==> config.mk <==
export PLATFORM = sky130hd
export DESIGN_NAME = mask_iou_shape_similarity
export DESIGN_NICKNAME = d
export VERILOG_FILES = /design/src/rtl/mis_pkg.sv /design/src/rtl/mask_iou_shape_similarity.sv /design/src/rtl/mis_lane.sv /design/src/rtl/mis_merge.sv /design/src/rtl/mis_judge.sv
export SDC_FILE = /design/constraint.sdc
export NUM_CORES = 2
export LEC_CHECK = 0
export ABC_AREA = 0
export BUFFER_PORTS_ARGS = -buffer_cell sky130_fd_sc_hd__buf_2
export CORE_MARGIN = 2
export CORE_UTILIZATION = 55
export DETAILED_ROUTE_END_ITERATION = 10
export PLACE_DENSITY = 0.79
export SYNTH_ARGS = -nofsm -noshare
export SYNTH_HDL_FRONTEND = slang
export SYNTH_SLANG_ARGS = --single-unit
==> constraint.sdc <==
create_clock -name clock -period 14.1 [get_ports clock]
set_input_delay 1.41 -clock clock [delete_from_list [all_inputs] [get_ports clock]]
set_output_delay 1.41 -clock clock [all_outputs]
set_load 0.02 [all_outputs]
==> src/rtl/mis_pkg.sv <==
// ----------------------------------------------------------------------------
// mis_pkg
// Types and constants shared by the mask IoU shape similarity block.
// ----------------------------------------------------------------------------
package mis_pkg;

   localparam int LANES      = 8;
   localparam int MASK_W     = 8;
   localparam int MAX_PIXELS = 1048576;
   localparam int CNT_W      = 21;
   localparam int POP_W      = $clog2(LANES + 1);
   localparam int NORM_W     = 16;
   localparam int PROD_W     = 2 * NORM_W;
   localparam int DOT_W      = 36;
   localparam int NUM_W      = 8;
   localparam int THR_W      = 15;
   localparam int RATIO_W    = CNT_W + NUM_W;

   localparam int REQ_DATA_W = 112;
   localparam int REQ_USER_W = 2;
   localparam int RSP_DATA_W = 48;
   localparam int ADDR_W     = 4;
   localparam int CSR_DATA_W = 32;

   // register indexes
   localparam logic [1:0] REG_RATIO_NUM = 2'd0;
   localparam logic [1:0] REG_RATIO_DEN = 2'd1;
   localparam logic [1:0] REG_AGREE_MIN = 2'd2;

   localparam logic [NUM_W-1:0] RATIO_NUM_RESET = 8'd1;
   localparam logic [NUM_W-1:0] RATIO_DEN_RESET = 8'd5;
   localparam logic [THR_W-1:0] AGREE_MIN_RESET = 15'd15565;

   typedef struct packed {
      logic [NUM_W-1:0] ratio_num;
      logic [NUM_W-1:0] ratio_den;
      logic [THR_W-1:0] agree_min;
   } cfg_type;

   typedef struct packed {
      logic              valid;
      logic              self_cyl;
      logic              other_cyl;
      logic [CNT_W-1:0]  inter;
      logic [CNT_W-1:0]  uni;
   } judge_req_type;

   typedef struct packed {
      logic signed [NORM_W-1:0] x;
      logic signed [NORM_W-1:0] y;
      logic signed [NORM_W-1:0] z;
   } normal_type;

endpackage

==> src/rtl/mask_iou_shape_similarity.sv <==
// ----------------------------------------------------------------------------
// mask_iou_shape_similarity
// Counts union and intersection pixels of two masks, eight lanes a beat,
// and judges on the last beat whether the two shapes match.
// ----------------------------------------------------------------------------
// Throughput: one beat per cycle while req_tready (judge first stage free) is high,
//   set by the eight pixel lanes and the saturating accumulate of the totals.
// Result path: after the edge that transfers the last beat, the verdict passes the
//   product, sum and decision register stages of the judge.
// Reset: synchronous; clears totals, pipeline valids and loads the
//   register defaults (num 1, den 5, threshold 15565).
module mask_iou_shape_similarity
   import mis_pkg::*;
(
   input  logic                   clock,
   input  logic                   reset,
   // req_tdata: mask_self_bits[7:0], mask_other_bits[15:8], normal_self_x[31:16],
   //   normal_self_y[47:32], normal_self_z[63:48], normal_other_x[79:64],
   //   normal_other_y[95:80], normal_other_z[111:96]
   input  logic                   req_tvalid,
   output logic                   req_tready,
   input  logic [REQ_DATA_W-1:0]  req_tdata,
   input  logic                   req_tlast,
   // req_tuser: self_is_cylinder[0], other_is_cylinder[1]
   input  logic [REQ_USER_W-1:0]  req_tuser,
   // rsp_tdata: similar[0], intersection_count[21:1], union_count[42:22], zero pad
   output logic                   rsp_tvalid,
   input  logic                   rsp_tready,
   output logic [RSP_DATA_W-1:0]  rsp_tdata,
   input  logic                   csr_psel,
   input  logic                   csr_penable,
   input  logic                   csr_pwrite,
   input  logic [ADDR_W-1:0]      csr_paddr,
   input  logic [CSR_DATA_W-1:0]  csr_pwdata,
   output logic [CSR_DATA_W-1:0]  csr_prdata,
   output logic                   csr_pready
);

   logic [NUM_W-1:0] ratio_num_ff, ratio_num_in;
   logic [NUM_W-1:0] ratio_den_ff, ratio_den_in;
   logic [THR_W-1:0] agree_min_ff, agree_min_in;
   logic             csr_write;
   logic [1:0]       csr_index;

   logic [MASK_W-1:0] mask_self, mask_other;
   logic [LANES-1:0]  union_bits, inter_bits;
   logic              beat_take;
   logic [CNT_W-1:0]  union_next, inter_next;
   cfg_type           cfg;
   judge_req_type     jreq;
   normal_type        n_self, n_other;
   logic              judge_free;
   logic              out_similar;
   logic [CNT_W-1:0]  out_inter, out_union;

   // configuration registers
   assign csr_pready = 1'b1;
   assign csr_write  = csr_psel && csr_penable && csr_pwrite && csr_pready;
   assign csr_index  = csr_paddr[3:2];

   always_comb begin
      ratio_num_in = ratio_num_ff;
      ratio_den_in = ratio_den_ff;
      agree_min_in = agree_min_ff;
      if (csr_write) begin
         unique case (csr_index)
            REG_RATIO_NUM: ratio_num_in = csr_pwdata[NUM_W-1:0];
            REG_RATIO_DEN: ratio_den_in = csr_pwdata[NUM_W-1:0];
            REG_AGREE_MIN: agree_min_in = csr_pwdata[THR_W-1:0];
            default:       ratio_num_in = ratio_num_ff;
         endcase
      end
   end

   always_comb begin
      unique case (csr_index)
         REG_RATIO_NUM: csr_prdata = CSR_DATA_W'(ratio_num_ff);
         REG_RATIO_DEN: csr_prdata = CSR_DATA_W'(ratio_den_ff);
         REG_AGREE_MIN: csr_prdata = CSR_DATA_W'(agree_min_ff);
         default:       csr_prdata = '0;
      endcase
   end

   always_ff @(posedge clock) begin
      if (reset) begin
         ratio_num_ff <= RATIO_NUM_RESET;
         ratio_den_ff <= RATIO_DEN_RESET;
         agree_min_ff <= AGREE_MIN_RESET;
      end else begin
         ratio_num_ff <= ratio_num_in;
         ratio_den_ff <= ratio_den_in;
         agree_min_ff <= agree_min_in;
      end
   end

   assign cfg.ratio_num = ratio_num_ff;
   assign cfg.ratio_den = ratio_den_ff;
   assign cfg.agree_min = agree_min_ff;

   // pixel lanes
   assign mask_self  = req_tdata[7:0];
   assign mask_other = req_tdata[15:8];

   for (genvar g = 0; g < LANES; g++) begin : g_lane
      mis_lane u_lane (
         .self_bit  (mask_self[g]),
         .other_bit (mask_other[g]),
         .union_bit (union_bits[g]),
         .inter_bit (inter_bits[g])
      );
   end

   assign req_tready = judge_free;
   assign beat_take  = req_tvalid && req_tready;

   mis_merge u_merge (
      .clock      (clock),
      .reset      (reset),
      .union_bits (union_bits),
      .inter_bits (inter_bits),
      .beat_take  (beat_take),
      .beat_last  (req_tlast),
      .union_next (union_next),
      .inter_next (inter_next)
   );

   assign jreq.valid     = beat_take && req_tlast;
   assign jreq.self_cyl  = req_tuser[0];
   assign jreq.other_cyl = req_tuser[1];
   assign jreq.inter     = inter_next;
   assign jreq.uni       = union_next;

   assign n_self.x  = req_tdata[31:16];
   assign n_self.y  = req_tdata[47:32];
   assign n_self.z  = req_tdata[63:48];
   assign n_other.x = req_tdata[79:64];
   assign n_other.y = req_tdata[95:80];
   assign n_other.z = req_tdata[111:96];

   mis_judge u_judge (
      .clock       (clock),
      .reset       (reset),
      .cfg         (cfg),
      .req         (jreq),
      .n_self      (n_self),
      .n_other     (n_other),
      .req_free    (judge_free),
      .out_valid   (rsp_tvalid),
      .out_ready   (rsp_tready),
      .out_similar (out_similar),
      .out_inter   (out_inter),
      .out_union   (out_union)
   );

   assign rsp_tdata = {5'd0, out_union, out_inter, out_similar};

endmodule

==> src/rtl/mis_lane.sv <==
// ----------------------------------------------------------------------------
// mis_lane
// One pixel lane: union and intersection flags of a pixel pair.
// ----------------------------------------------------------------------------
module mis_lane
   import mis_pkg::*;
(
   input  logic self_bit,
   input  logic other_bit,
   output logic union_bit,
   output logic inter_bit
);

   assign union_bit = self_bit | other_bit;
   assign inter_bit = self_bit & other_bit;

endmodule

==> src/rtl/mis_merge.sv <==
// ----------------------------------------------------------------------------
// mis_merge
// Merges the lane flags into pixel counts and keeps the saturating totals.
// ----------------------------------------------------------------------------
module mis_merge
   import mis_pkg::*;
(
   input  logic              clock,
   input  logic              reset,
   input  logic [LANES-1:0]  union_bits,
   input  logic [LANES-1:0]  inter_bits,
   input  logic              beat_take,
   input  logic              beat_last,
   output logic [CNT_W-1:0]  union_next,
   output logic [CNT_W-1:0]  inter_next
);

   logic [CNT_W-1:0] union_ff, union_in;
   logic [CNT_W-1:0] inter_ff, inter_in;
   logic [POP_W-1:0] union_pop, inter_pop;
   logic [CNT_W:0]   union_sum, inter_sum;

   always_comb begin
      union_pop = '0;
      inter_pop = '0;
      for (int k = 0; k < LANES; k++) begin
         union_pop = union_pop + POP_W'(union_bits[k]);
         inter_pop = inter_pop + POP_W'(inter_bits[k]);
      end
   end

   always_comb begin
      union_sum = {1'b0, union_ff} + (CNT_W + 1)'(union_pop);
      inter_sum = {1'b0, inter_ff} + (CNT_W + 1)'(inter_pop);
      union_next = (union_sum > (CNT_W + 1)'(MAX_PIXELS)) ? CNT_W'(MAX_PIXELS)
                                                          : union_sum[CNT_W-1:0];
      inter_next = (inter_sum > (CNT_W + 1)'(MAX_PIXELS)) ? CNT_W'(MAX_PIXELS)
                                                          : inter_sum[CNT_W-1:0];
   end

   // totals restart after the closing beat of a pair
   always_comb begin
      union_in = union_ff;
      inter_in = inter_ff;
      if (beat_take) begin
         union_in = beat_last ? '0 : union_next;
         inter_in = beat_last ? '0 : inter_next;
      end
   end

   always_ff @(posedge clock) begin
      if (reset) begin
         union_ff <= '0;
         inter_ff <= '0;
      end else begin
         union_ff <= union_in;
         inter_ff <= inter_in;
      end
   end

endmodule

==> src/rtl/mis_judge.sv <==
// ----------------------------------------------------------------------------
// mis_judge
// Three-stage decision pipeline: normal products, dot sum and ratio
// products, then the overlap and normal tests into the output register.
// ----------------------------------------------------------------------------
module mis_judge
   import mis_pkg::*;
(
   input  logic              clock,
   input  logic              reset,
   input  cfg_type           cfg,
   input  judge_req_type     req,
   input  normal_type        n_self,
   input  normal_type        n_other,
   output logic              req_free,
   output logic              out_valid,
   input  logic              out_ready,
   output logic              out_similar,
   output logic [CNT_W-1:0]  out_inter,
   output logic [CNT_W-1:0]  out_union
);

   // stage 1
   logic                      s1_valid_ff, s1_valid_in;
   logic                      s1_scyl_ff, s1_ocyl_ff;
   logic [CNT_W-1:0]          s1_inter_ff, s1_union_ff;
   logic signed [PROD_W-1:0]  s1_px_ff, s1_py_ff, s1_pz_ff;
   // stage 2
   logic                      s2_valid_ff, s2_valid_in;
   logic                      s2_scyl_ff, s2_ocyl_ff;
   logic [CNT_W-1:0]          s2_inter_ff, s2_union_ff;
   logic signed [DOT_W-1:0]   s2_dot_ff, s2_dot_in;
   logic [RATIO_W-1:0]        s2_iden_ff, s2_unum_ff;
   // output
   logic                      o_valid_ff, o_valid_in;
   logic                      o_sim_ff, o_sim_in;
   logic [CNT_W-1:0]          o_inter_ff, o_union_ff;

   logic o_free, s2_free, s1_free, s1_load, s2_load, o_load;
   logic signed [DOT_W-1:0] thr_ext, dot_abs;
   logic overlap_ok, plane_ok, cyl_ok;

   assign o_free  = !o_valid_ff || out_ready;
   assign s2_free = !s2_valid_ff || o_free;
   assign s1_free = !s1_valid_ff || s2_free;
   assign s1_load = req.valid && s1_free;
   assign s2_load = s1_valid_ff && s2_free;
   assign o_load  = s2_valid_ff && o_free;

   assign req_free = s1_free;

   always_comb begin
      s1_valid_in = s1_load ? 1'b1 : (s2_load ? 1'b0 : s1_valid_ff);
      s2_valid_in = s2_load ? 1'b1 : (o_load ? 1'b0 : s2_valid_ff);
      o_valid_in  = o_load ? 1'b1 : ((o_valid_ff && out_ready) ? 1'b0 : o_valid_ff);
   end

   always_comb begin
      s2_dot_in = DOT_W'(s1_px_ff) + DOT_W'(s1_py_ff) + DOT_W'(s1_pz_ff);
   end

   always_comb begin
      thr_ext    = DOT_W'($signed({1'b0, cfg.agree_min}));
      dot_abs    = s2_dot_ff[DOT_W-1] ? -s2_dot_ff : s2_dot_ff;
      overlap_ok = (s2_union_ff != '0) && !(s2_iden_ff < s2_unum_ff);
      // (dot + 1) / 2 > thr, scaled to Q2.28
      plane_ok   = (s2_dot_ff + (DOT_W'(1) <<< 28)) > (thr_ext <<< 15);
      cyl_ok     = dot_abs > (thr_ext <<< 14);
      o_sim_in   = 1'b0;
      if (overlap_ok) begin
         unique case ({s2_scyl_ff, s2_ocyl_ff})
            2'b00:   o_sim_in = plane_ok;
            2'b11:   o_sim_in = cyl_ok;
            2'b10:   o_sim_in = 1'b1;
            default: o_sim_in = 1'b0;
         endcase
      end
   end

   always_ff @(posedge clock) begin
      if (reset) begin
         s1_valid_ff <= 1'b0;
         s2_valid_ff <= 1'b0;
         o_valid_ff  <= 1'b0;
      end else begin
         s1_valid_ff <= s1_valid_in;
         s2_valid_ff <= s2_valid_in;
         o_valid_ff  <= o_valid_in;
      end
   end

   always_ff @(posedge clock) begin
      if (s1_load) begin
         s1_scyl_ff  <= req.self_cyl;
         s1_ocyl_ff  <= req.other_cyl;
         s1_inter_ff <= req.inter;
         s1_union_ff <= req.uni;
         s1_px_ff    <= n_self.x * n_other.x;
         s1_py_ff    <= n_self.y * n_other.y;
         s1_pz_ff    <= n_self.z * n_other.z;
      end
      if (s2_load) begin
         s2_scyl_ff  <= s1_scyl_ff;
         s2_ocyl_ff  <= s1_ocyl_ff;
         s2_inter_ff <= s1_inter_ff;
         s2_union_ff <= s1_union_ff;
         s2_dot_ff   <= s2_dot_in;
         s2_iden_ff  <= RATIO_W'(s1_inter_ff) * RATIO_W'(cfg.ratio_den);
         s2_unum_ff  <= RATIO_W'(s1_union_ff) * RATIO_W'(cfg.ratio_num);
      end
      if (o_load) begin
         o_sim_ff   <= o_sim_in;
         o_inter_ff <= s2_inter_ff;
         o_union_ff <= s2_union_ff;
      end
   end

   assign out_valid   = o_valid_ff;
   assign out_similar = o_sim_ff;
   assign out_inter   = o_inter_ff;
   assign out_union   = o_union_ff;

endmodule

Word-level counts from Yosys, hierarchy flattened
Index checks and enable logic that the tools add are counted.
- bits in writable memories: 0
- memories kept: 0
- memory bits (read-only): 0
- input bits: 158
- output and inout bits: 83
- flip-flop bits (word level): 397
- bits in latches: 0
- logic and storage cells: 113
- divide/modulo/power cells: 0
- $lt $le $gt $ge: 5
- $mul: 5
- equal/unequal tests: 4
- bitwise operators: 16
- reductions and logical operators: 25
- shifts and indexed selects: 0
- add/subtract/negate cells: 20
- multiplexer cells: 13
- operators by type and width (operator ; number):
    $mul A16 B16 Y32 ; 3
    $mux W21 ; 4
    $mul A21 B8 Y29 ; 2
    $add A4 B1 Y4 ; 12
    $pmux W15 S3 ; 1
    $add A21 B4 Y22 ; 2
    $gt A22 B21 Y1 const B ; 2
    $add A36 B30 Y36 const B ; 1
    $gt A36 B30 Y1 ; 1
    $gt A36 B31 Y1 ; 1
    $mux W36 ; 1
    $neg A36 Y36 ; 1
    $add A33 B32 Y34 ; 1
    $add A32 B32 Y33 ; 1
    $lt A29 B29 Y1 ; 1
    $reduce_bool A21 Y1 ; 1
    $logic_and A1 B1 Y1 ; 9
    $and A1 B1 Y1 ; 8
    $or A1 B1 Y1 ; 8
    $eq A2 B2 Y1 const B ; 3
    $mux W1 ; 6
    $reduce_and A2 Y1 ; 3
    $reduce_bool A2 Y1 ; 3
    $add A1 B1 Y2 ; 2
    other kinds (5) ; 11

Longest topological paths before layout
- word-level depth: 12
- mapped depth: 25
- gate-level depth less buffers: 24

Hierarchy
From an unflattened synthesis, not the netlist that was laid out.
- cells, all modules: 5987
- area total of the unflattened synthesis: 58946.5 um^2
- by module, submodules not included (module ; sequential area each (um^2) ; instances ; cells an instance ; area each (um^2)):
    mis_judge ; 9639.2 ; 1 ; 5290 ; 53401.2
    mis_merge ; 840.8 ; 1 ; 491 ; 3711.1
    mask_iou_shape_similarity ; 620.6 ; 1 ; 190 ; 1724.2
    mis_lane ; 0.0 ; 8 ; 2 ; 13.8

Worst setup path after synthesis
OpenSTA, ideal clock, no wires.
- path type: input to register
- from: input port rsp_tready
- to: register u_judge.s2_dot_ff[0] (enable)
- data required time: 13.261 ns
- path buffers: 0
- cell stages on the path: 2
- slack: 1.946 ns
- arrival: 11.314 ns
- setup time: 0.839 ns
- cells stage by stage: nor2b_1 -> a21boi_0
- longest elaborated chain between the ends: 3
- RTL lines (element ; line ; source):
    start: declaration ; mask_iou_shape_similarity.sv:28 ; input logic rsp_tready,
    $logic_or A1 B1 Y1 ; mis_judge.sv:43 ; assign o_free = !o_valid_ff || out_ready;
    $logic_or A1 B1 Y1 ; mis_judge.sv:44 ; assign s2_free = !s2_valid_ff || o_free;
    $logic_and A1 B1 Y1 ; mis_judge.sv:47 ; assign s2_load = s1_valid_ff && s2_free;
    net u_judge.s2_load ; mis_judge.sv:39 ; logic o_free, s2_free, s1_free, s1_load, s2_load, o_load;
    end signal: assignment ; mis_judge.sv:107 ; s2_dot_ff <= s2_dot_in;
    end: declaration ; mis_judge.sv:32 ; logic signed [DOT_W-1:0] s2_dot_ff, s2_dot_in;
The timed path passes the listed nets, and every way through them passes these cells.
A chain may end at the register's enable or synchronous reset.

Worst setup path in the final report
- from: input port req_tdata[60]
- to: register u_judge.s1_pz_ff[30], data pin
- longest elaborated chain between the ends: 1
- RTL lines (element ; line ; source):
    start: declaration ; mask_iou_shape_similarity.sv:22 ; input logic [REQ_DATA_W-1:0] req_tdata,
    $mul A16 B16 Y32 ; mis_judge.sv:100 ; s1_pz_ff <= n_self.z * n_other.z;
    end signal: assignment ; mis_judge.sv:100 ;
    end: declaration ; mis_judge.sv:27 ; logic signed [PROD_W-1:0] s1_px_ff, s1_py_ff, s1_pz_ff;
No other way between the ends.

==> results.py <==
metrics = {
    "placement": {
        "dpl_cell_area_sq_um": 60400,
        "numPortBuffers": 198,
        "gp_congestion": 0.915,
        "hpwl_microns": 107000,
    },
    "die": {
        "start_util_pct": 55.4,
        "dieArea_sq_um": 109000,
        "ioPinCount": 241,
        "fp.dieH_microns": 330,
        "die_w_microns": 330,
        "num_rows": 119,
        "core_sq_um": 105000,
    },
    "yosys": {
        "synthArstFlopShare_pct": 0,
        "syn_area_per_cell_sq_um": 9.84,
        "ys.warnings.count": 0,
        "synth_common_cells": "1175 x inv_1, 1057 x fa_1, 679 x nand2_1, 525 x and2_1, 451 x ha_1",
        "synthFlopType": "edfxtp_1",
        "synth_seq_area_share_pct": 19.0,
        "synth-edff-count": 319,
        "synth_most_common_cell": "inv_1",
        "ys_seq_elements": 395,
        "synth_top_cell_by_area": "fa_1",
        "synth.top_cell.area_share_pct": 36.3,
        "netlist_area_sq_um": 58300,
        "netlist_instances": 5930,
        "synth_cell_types": 76,
        "netlist_top_cells_area": "fa_1 36%, edfxtp_1 16%, ha_1 9.7%",
    },
    "sta": {
        "hold_viol_final": 0,
        "setup_violations": 0,
        "finalCritPeriodShare_pct": 51.7,
        "fin_crit_ns": 7.29,
        "grt_setup_unrepaired": "no",
        "skew_ns": 0.0433,
        "worst_pin_slew_ns": 1.06,
        "fin_hold_ws_ns": 0.415,
        "max_freq_mhz": 137,
        "slew_viol_final": 0,
        "fin_tns_setup_ns": 0,
        "max_slew_margin_pct": 29.3,
    },
    "grt": {
        "gr-total-overflow": 0,
        "grt_pass1_vias": 44282,
        "grt_pass1_wl_microns": 221000,
        "grt_use_total_pct": 25.3,
        "grt_max_degree": 78,
        "grt_antenna_before_repair": 5,
    },
    "worst_setup_path": {
        "cp-start-kind": "primary input",
        "cp.arrival_ns": 7.61,
        "reg2reg_from": "ratio_den_ff[5]$_SDFFE_PP0P_",
        "critPathKind": "primary input to flip-flop",
        "crit_fanout": 16,
        "cp-end-kind": "flip-flop",
        "crit_required_ns": 14.42,
        "crit_path_start": "req_tdata[60]",
    },
    "cells_and_area": {
        "stdcell_area_sq_um": 62000,
        "layout.nets": 7672,
        "multi_input_area_sq_um": 42100,
        "syn2layout_area_growth_pct": 6.27,
        "layout.area.seq_sq_um": 11100,
        "nFillCells": 8657,
        "drive_gt1_share_pct": 5.20,
    },
    "detailed_routing": {
        "first_pass_iters": 6,
        "ant_nets": 0,
        "totalWireLength_microns": 132000,
        "dr.first_iter.drc_count": 2369,
        "dr_total_vias": 40983,
        "viasPerCell": 5.51,
        "drc_errors": 0,
        "wl_per_cell_microns": 17.8,
    },
    "clock_network": {
        "worstSkewPairLatency_ns": 0.60,
        "cts_buffer_depth": 3,
        "cts_setup_buffers": 0,
        "cts_sinks": 395,
        "ctsHoldBuffers": 0,
        "htree_levels": 2,
        "cts_tree": "done",
        "numCtsBuffers": 44,
        "cts_root_buffer": "clkbuf_16",
        "cts_resized": 0,
        "path_clk_slew_ns": 0.06,
    },
    "min_path": {
        "hp-class": "flip-flop to flip-flop",
        "hp-start": "u_judge.s2_inter_ff[16]$_DFFE_PP_",
    },
    "outcome": {
        "outcome": "finished, final reports clean",
    },
    "flow_run": {
        "cap_viol_max_count": 0,
    },
}
## placed cells by master, fill, tap and decap left out, types with 17 or more instances in the layout
| cell type | Yosys | routed |
|---|---|---|
| nor2b_1 | 47 | 45 |
| a211oi_1 | 27 | 27 |
| nor3_1 | 46 | 46 |
| buf_4 | 24 | 17 |
| and2_1 | 525 | 525 |
| inv_1 | 1175 | 1174 |
| nand2_1 | 679 | 679 |
| conb_1 | 2 | 23 |
| and3_1 | 21 | 21 |
| xor2_1 | 59 | 59 |
| o31ai_1 | 25 | 25 |
| o21bai_1 | 24 | 24 |
| mux2i_1 | 27 | 27 |
| nand3_1 | 49 | 49 |
| a21o_1 | 77 | 77 |
| o21ai_0 | 109 | 109 |
| a31oi_1 | 18 | 18 |
| nand2b_1 | 34 | 34 |
| edfxtp_1 | 319 | 319 |
| nand4_1 | 42 | 42 |
| ha_1 | 451 | 451 |
| clkbuf_16 | 0 | 46 |
| o21a_1 | 32 | 32 |
| buf_2 | 3 | 198 |
| fa_1 | 1057 | 1057 |
| nor2_1 | 227 | 227 |
| a211o_1 | 19 | 19 |
| dfxtp_1 | 76 | 76 |
| a21oi_1 | 178 | 178 |
| xnor2_1 | 184 | 184 |
## per-stage QoR
stage / util, % / cells / setup slack, ns
finish: 58.9 / 7434 / 6.81
floorplan: - / 5951 / 1.95
detailed placement: 57.4 / 7351 / 6.29
CTS: 58.9 / 7432 / 6.90
global placement: 57.4 / 7351 / 6.32
global route: 58.9 / 7434 / 6.53
## final timing paths
kind                                                    endpoint  slack (ns)  cells after the start
worst max-delay path              u_judge.s1_pz_ff[30]$_DFFE_PP_        6.81                     20
worst min-delay path             u_judge.out_inter[16]$_DFFE_PP_        0.41                      0
worst max register to register  u_judge.s2_iden_ff[27]$_DFFE_PP_        7.94                     18
worst min register to register   u_judge.out_inter[16]$_DFFE_PP_        0.41                      0
## state kept, by name, indices dropped and copies added, names as in the netlist, 8 cells and up
signal               count
u_judge.out_union       21
u_merge.inter_ff        21
u_judge.s1_union_ff     21
u_judge.s1_py_ff        32
u_judge.out_inter       21
u_judge.s2_union_ff     21
u_judge.s1_inter_ff     21
u_judge.s1_px_ff        32
u_judge.s1_pz_ff        32
agree_min_ff            15
u_judge.s2_inter_ff     21
u_judge.s2_dot_ff       34
ratio_num_ff             8
u_merge.union_ff        21
u_judge.s2_unum_ff      29
ratio_den_ff             8
u_judge.s2_iden_ff      29
## layout make-up
class,instances,share of cell area [%]
Sequential cell,395,17.9
Tap cell,1391,2.81
Clock buffer,51,1.90
Timing Repair Buffer,215,1.80
Antenna cell,2,0.00807
Inverter,1175,7.12
Clock inverter,30,0.599
Multi-Input combinational cell,4175,67.9
## layer usage
metal / vias to the layer above / share of wire [%] / GRT usage (%)
met5: - / 0.026 / 0
met4: 4 / 4.1 / 10.2
met3: 323 / 5.2 / 2.85
met2: 1282 / 52 / 45.5
met1: 20694 / 39 / 31.1
li1: 18680 / - / -
## critical path, stage by stage
cell and delay [ns]:
buf_2 0.34, nand2_1 0.15, fa_1 0.54, fa_1 0.53
fa_1 0.51, inv_1 0.06, fa_1 0.50, fa_1 0.51
inv_1 0.06, fa_1 0.49, inv_1 0.05, ha_1 0.33
a21o_1 0.22, or3_1 0.33, o211ai_1 0.25, a2111oi_0 0.18
a2111o_1 0.50, a211oi_1 0.36, a21oi_1 0.13, xor2_1 0.15
## logic make-up after synthesis
logic type | count (synthesis) | share of synthesized area, %
AO/OA/AOI/OAI | 624 | 7.02
XOR/XNOR | 243 | 3.65
adder cells (fa/ha/maj) | 1508 | 45.9
buffers and inverters | 1381 | 9.05
flip-flops | 395 | 19.0
multiplexers | 29 | 0.502
other | 2 | 0.0129
AND/OR/NAND/NOR | 1748 | 14.8
Power is left out: the tool's default activity adds up to more than one toggle a clock period on the data nets, which glitch-free logic cannot reach.
